### config.mk
export PLATFORM = sky130hd
export DESIGN_NAME = spmv_accum
export DESIGN_NICKNAME = d
export VERILOG_FILES = /design/src/spmv_pkg.sv /design/src/spmv_accum.sv
export SDC_FILE = /design/constraint.sdc
export NUM_CORES = 1
export LEC_CHECK = 0
export ABC_AREA = 1
export BUFFER_PORTS_ARGS = -buffer_cell sky130_fd_sc_hd__buf_2
export CORE_MARGIN = 2
export CORE_UTILIZATION = 47
export DETAILED_ROUTE_END_ITERATION = 8
export PLACE_DENSITY = 0.73
export SYNTH_ARGS = -nofsm -noshare
export SYNTH_HDL_FRONTEND = slang
export SYNTH_SLANG_ARGS = --single-unit
### constraint.sdc
create_clock -name i_clk -period 2.9 [get_ports i_clk]
set_input_delay 0.58 -clock i_clk [delete_from_list [all_inputs] [get_ports i_clk]]
set_output_delay 0.58 -clock i_clk [all_outputs]
set_load 0.02 [all_outputs]
### src/spmv_pkg.sv
// Shared types and constants for the sparse matrix-vector multiplier.
package spmv_pkg;

    localparam int COLUMN_BITS  = 12;
    localparam int RAW_BITS     = 32;
    localparam int SUM_BITS     = 64;
    localparam int ROW_BITS     = 20;

    localparam logic CMD_WRITE  = 1'b0;
    localparam logic CMD_ACCUM  = 1'b1;

    typedef struct packed {
        logic                       command;
        logic [COLUMN_BITS-1:0]     column;
        logic signed [RAW_BITS-1:0] element_value;
        logic                       last_in_row;
    } t_in_item;

    typedef struct packed {
        logic signed [SUM_BITS-1:0] row_sum;
        logic [ROW_BITS-1:0]        row_number;
        logic                       overflow;
    } t_out_item;

endpackage

### src/spmv_accum.sv
// Saturating row accumulator with row counter and sticky overflow flag.
module spmv_accum #(
    parameter int PROD_BITS = 64
) (
    input  logic                        i_clk,
    input  logic                        i_rst_n,
    input  logic                        i_en,
    input  logic                        i_valid,
    input  logic                        i_last,
    input  logic signed [PROD_BITS-1:0] i_product,
    output logic                        o_done,
    output spmv_pkg::t_out_item         o_result
);

    localparam int SB = spmv_pkg::SUM_BITS;

    logic signed [SB-1:0]            r_acc, n_acc;
    logic                            r_sat, n_sat;
    logic [spmv_pkg::ROW_BITS-1:0]   r_row, n_row;
    logic signed [SB-1:0]            prod_ext;
    logic signed [SB:0]              wide;
    logic                            ovf;
    logic signed [SB-1:0]            sum;

    always_comb begin
        prod_ext = SB'(i_product);
        wide     = {r_acc[SB-1], r_acc} + {prod_ext[SB-1], prod_ext};
        ovf      = wide[SB] != wide[SB-1];
        // clamp toward the sign of the true result
        if (ovf) begin
            sum = wide[SB] ? {1'b1, {(SB-1){1'b0}}} : {1'b0, {(SB-1){1'b1}}};
        end else begin
            sum = wide[SB-1:0];
        end

        o_done              = i_en && i_valid && i_last;
        o_result.row_sum    = sum;
        o_result.row_number = r_row;
        o_result.overflow   = r_sat || ovf;

        n_acc = r_acc;
        n_sat = r_sat;
        n_row = r_row;
        if (i_en && i_valid) begin
            if (i_last) begin
                n_acc = '0;
                n_sat = 1'b0;
                n_row = r_row + 1'b1;
            end else begin
                n_acc = sum;
                n_sat = r_sat || ovf;
            end
        end
    end

    always_ff @(posedge i_clk) begin
        if (!i_rst_n) begin
            r_acc <= '0;
            r_sat <= 1'b0;
            r_row <= '0;
        end else begin
            r_acc <= n_acc;
            r_sat <= n_sat;
            r_row <= n_row;
        end
    end

endmodule
==> impl_metrics.yaml <==
worst_setup_path:
  reg2reg_depth: 19
  cp_max_fo: 7
  worstSetupPathType: "flop to output pin"
  arrival_ns: 2.98
  crit_top_cell: "nand2_4"
  setup.worst_path.end: "o_result[79]"
  rr_startpoint: "r_acc[16]"
  critPathBufInv: 3
  max_stage_delay_ns: 0.41
  worstPathRequired_ns: 2.32
  critPathTopFamily: "simple AND/OR/NAND/NOR gates"
  cp_cell_sequence: "ha_1 > nand2_1 > nor2_1 > nand2_1 > nor3_4 > nand2_4 > nand2_4 > nand2_4 > nand2_4 > nand2_4 > nand2_8 > nand2_8 > buf_12 > buf_12 > o21ai_4 > buf_6"
  critPathCaptureType: "output pin"
  r2r_slack_ns: -0.10
  path_depth: 16
  cp-start-kind: "flop"
  reg2reg_to: "r_acc[34]"
  crit_path_start: "r_acc[16]"
  cp_slowest_cell: "ha_1"
synthesis:
  synthesis.nets: 1744
  synth_top_area_share_pct: 26.51
  ys_top_cells_by_area: "nand2_1, dfxtp_1, ha_1, inv_1, a21oi_1"
  ys_seq_area_share_pct: 18.66
  yosys.cell_types.count: 42
  ys_seq_elements: 85
  avgSynthCellArea_um2: 5.667
  yosys.area.top_type: "nand2_1"
  synth_area_um2: 9117
  postSynthCellCount: 1609
  yosys_warnings: 0
clock_tree:
  htreeDepth: 3
  clk_pin_slew_ns: 0.08
  root_buffer: "clkbuf_16"
  clock-sinks: 85
  clkLatencyLatePin_ns: 0.38
  hold_buffers: 0
  clk_path_buf_depth: 2
  cts_buffers: 9
  cts_tree: "done"
floorplan:
  core_um2: 18890
  start_util_pct: 48.26
  die_area_um2: 20530
  die-height_um: 143.3
  io_pins: 155
  die_w_um: 143.3
  rows: 50
final_layout:
  drive_gt1_share_pct: 41.79
  stdcell_area_um2: 16140
  multi_input_area_um2: 8453
  areaGrowthSynthToFinish_pct: 76.97
  final_net_count: 2279
  nFillCells: 1131
  n_antenna_cell: 0
  ff_latch_area_um2: 1708
sta:
  post-route-min-period_ns: 3.556
  final_max_slew_viol_count: 0
  hold_violations: 0
  finalSetupViolations: 67
  worst_slack_ns: -0.6558
  rsz0062_at_grt: "yes"
  tightest_slew_ns: 0.8565
  fmax_mhz: 281.2
  slew-limit-headroom_pct: 42.90
  period_share_pct: 122.6
  skew_ns: 0.02121
placed_design:
  dp_hpwl_mm: 28.92
  portBuffers: 154
  place_congestion: 1.042
  dp_slack_ns: -0.7138
  dpl_cell_area_um2: 13050
status:
  status: "complete, but fails checks"
  violations: "negative setup slack"
global_routing:
  grt_pass1_wl_mm: 60.99
  gr-usage-all-layers_pct: 38.21
  grt_overflow: 0
  grt_antenna_before_repair: 0
  grt.met1_usage_pct: 48.86
  grtUsageMet3_pct: 7.746
  grt_max_degree: 66
  met2_usage_pct: 63.16
  busiest_layer: "met2"
  grt_pass1_vias: 12200
flow_run:
  cap_viol_max_count: 0
route:
  drtAntennaViolNets: 0
  vias: 13470
  drt_iter0_markers: 1374
  drcViolationCount: 0
  drt-total-wl_mm: 46.92
  first_pass_iters: 6
  via_per_inst: 5.592
  wl_per_cell_um: 19.48
power:
  peakVddDrop_uv: 319.6
  p_leak_uw: 0.008161
  power_density_nw_per_um2: 362.0
worst_hold_path:
  hold_path.class: "flop to flop"
==> synth_stat cells (all sizes together) <==
master and n:
fa 1, a31oi 1, or2 2, dfxtp 85
nor3 26, clkbuf 20, o2111ai 1, a21o 1
a211oi 1, a21boi 1, ha 65, xnor2 9
nor4 3, and2 1, and3 3, o21bai 23
o211ai 2, o21ai 55, nand2 670, nor3b 3
a21oi 156, nand3 56, nand3b 15, nand4 10
xor2 28, nor2 144, buf 14, inv 213
==> final cells by class <==
cell class | count | area share, %
Timing Repair Buffer | 555 | 28.20
Multi-Input combinational cell | 1280 | 52.39
Clock inverter | 7 | 0.4575
Clock buffer | 9 | 1.396
Inverter | 213 | 4.955
Tap cell | 260 | 2.016
Sequential cell | 85 | 10.58
==> cell families (layout without fill, tap and decap cells) <==
group | Yosys count | count (layout) | synth area share (%)
AO/OA/AOI/OAI | 241 | 241 | 15.33
XOR/XNOR | 37 | 37 | 3.554
flip-flops | 85 | 85 | 18.66
adder cells (fa/ha/maj) | 66 | 66 | 9.140
buffers and inverters | 247 | 784 | 11.01
AND/OR/NAND/NOR | 933 | 936 | 42.31
==> how the worst min path moves through the flow <==
stage / endpoint / startpoint / cells past startpoint
floorplan: r_acc[10] / r_acc[10] / 2
global placement: r_row[19] / r_row[19] / 2
detailed placement: r_row[19] / r_row[19] / 2
CTS: r_acc[35] / r_acc[35] / 2
global route: r_acc[25] / r_acc[25] / 2
finish: r_row[19] / r_row[19] / 2
==> state kept, by name, indices dropped and copies added (netlist names) <==
name,flops
r_row,20
r_sat,1
r_acc,64
==> through the flow <==
step	setup TNS, ns	power, µW	hold slack, ns	cells	utilization, %
3_5_place_dp	-52.47	3484	0.4591	2326	69.05
5_1_grt	-42.52	6009	0.4993	2409	85.40
2_1_floorplan	-8.876	2602	0.4491	1609	-
4_1_cts	-33.12	5318	0.4732	2369	78.17
6_report	-38.38	5841	0.4735	2409	85.40
3_3_place_gp	-44.83	3451	0.4490	2326	69.05
==> cells in the final DEF (no fill, tap or decap), drive strengths merged, types with 2 or more instances in the layout <==
master / netlist / final
nand2: 670 / 673
buf: 14 / 553
inv: 213 / 217
a21oi: 156 / 156
nor2: 144 / 144
dfxtp: 85 / 85
ha: 65 / 65
nand3: 56 / 56
o21ai: 55 / 55
xor2: 28 / 28
nor3: 26 / 26
o21bai: 23 / 23
nand3b: 15 / 15
clkbuf: 20 / 11
nand4: 10 / 10
xnor2: 9 / 9
nor4: 3 / 3
nor3b: 3 / 3
and3: 3 / 3
clkinv: 0 / 3
o211ai: 2 / 2
or2: 2 / 2
==> per-layer routing <==
layer / wire (µm) / part of all wire (%)
met1: 17840 / 38
met3: 4796 / 10
met4: 2340 / 5.0
met2: 21940 / 47
met5: 0 / 0
==> timing repair <==
item	in CTS	in global routing
gates cloned	9	2
resized for setup	270	188
setup endpoints to repair	65	85
buffers inserted	18	41
endpoints found under the hold margin	0	0
pin swaps	28	58
==> worst reg2reg max path, cell delays in order, from the launching register on <==
cell and delay (ns):
dfxtp_1 0.32, ha_1 0.41, nand2_1 0.10, nor2_1 0.18, nand2_1 0.20, nor3_4 0.23
nand2_4 0.08, nand2_4 0.08, nand2_4 0.08, nand2_4 0.09, nand2_4 0.07, nand2_8 0.12
buf_12 0.14, nand2_8 0.11, buf_6 0.17, nand2_4 0.06, buf_4 0.10, buf_4 0.10
nand2_1 0.06, a21oi_1 0.21
==> power by group <==
group          leakage (µW)  internal, µW  switching, µW  total, µW
sequential         0.000692          1210           42.9       1250
clock              0.000147           612            649       1260
combinational       0.00732          1560           1770       3330
total               0.00816          3380           2460       5840
(Power assumes the default switching activity.)
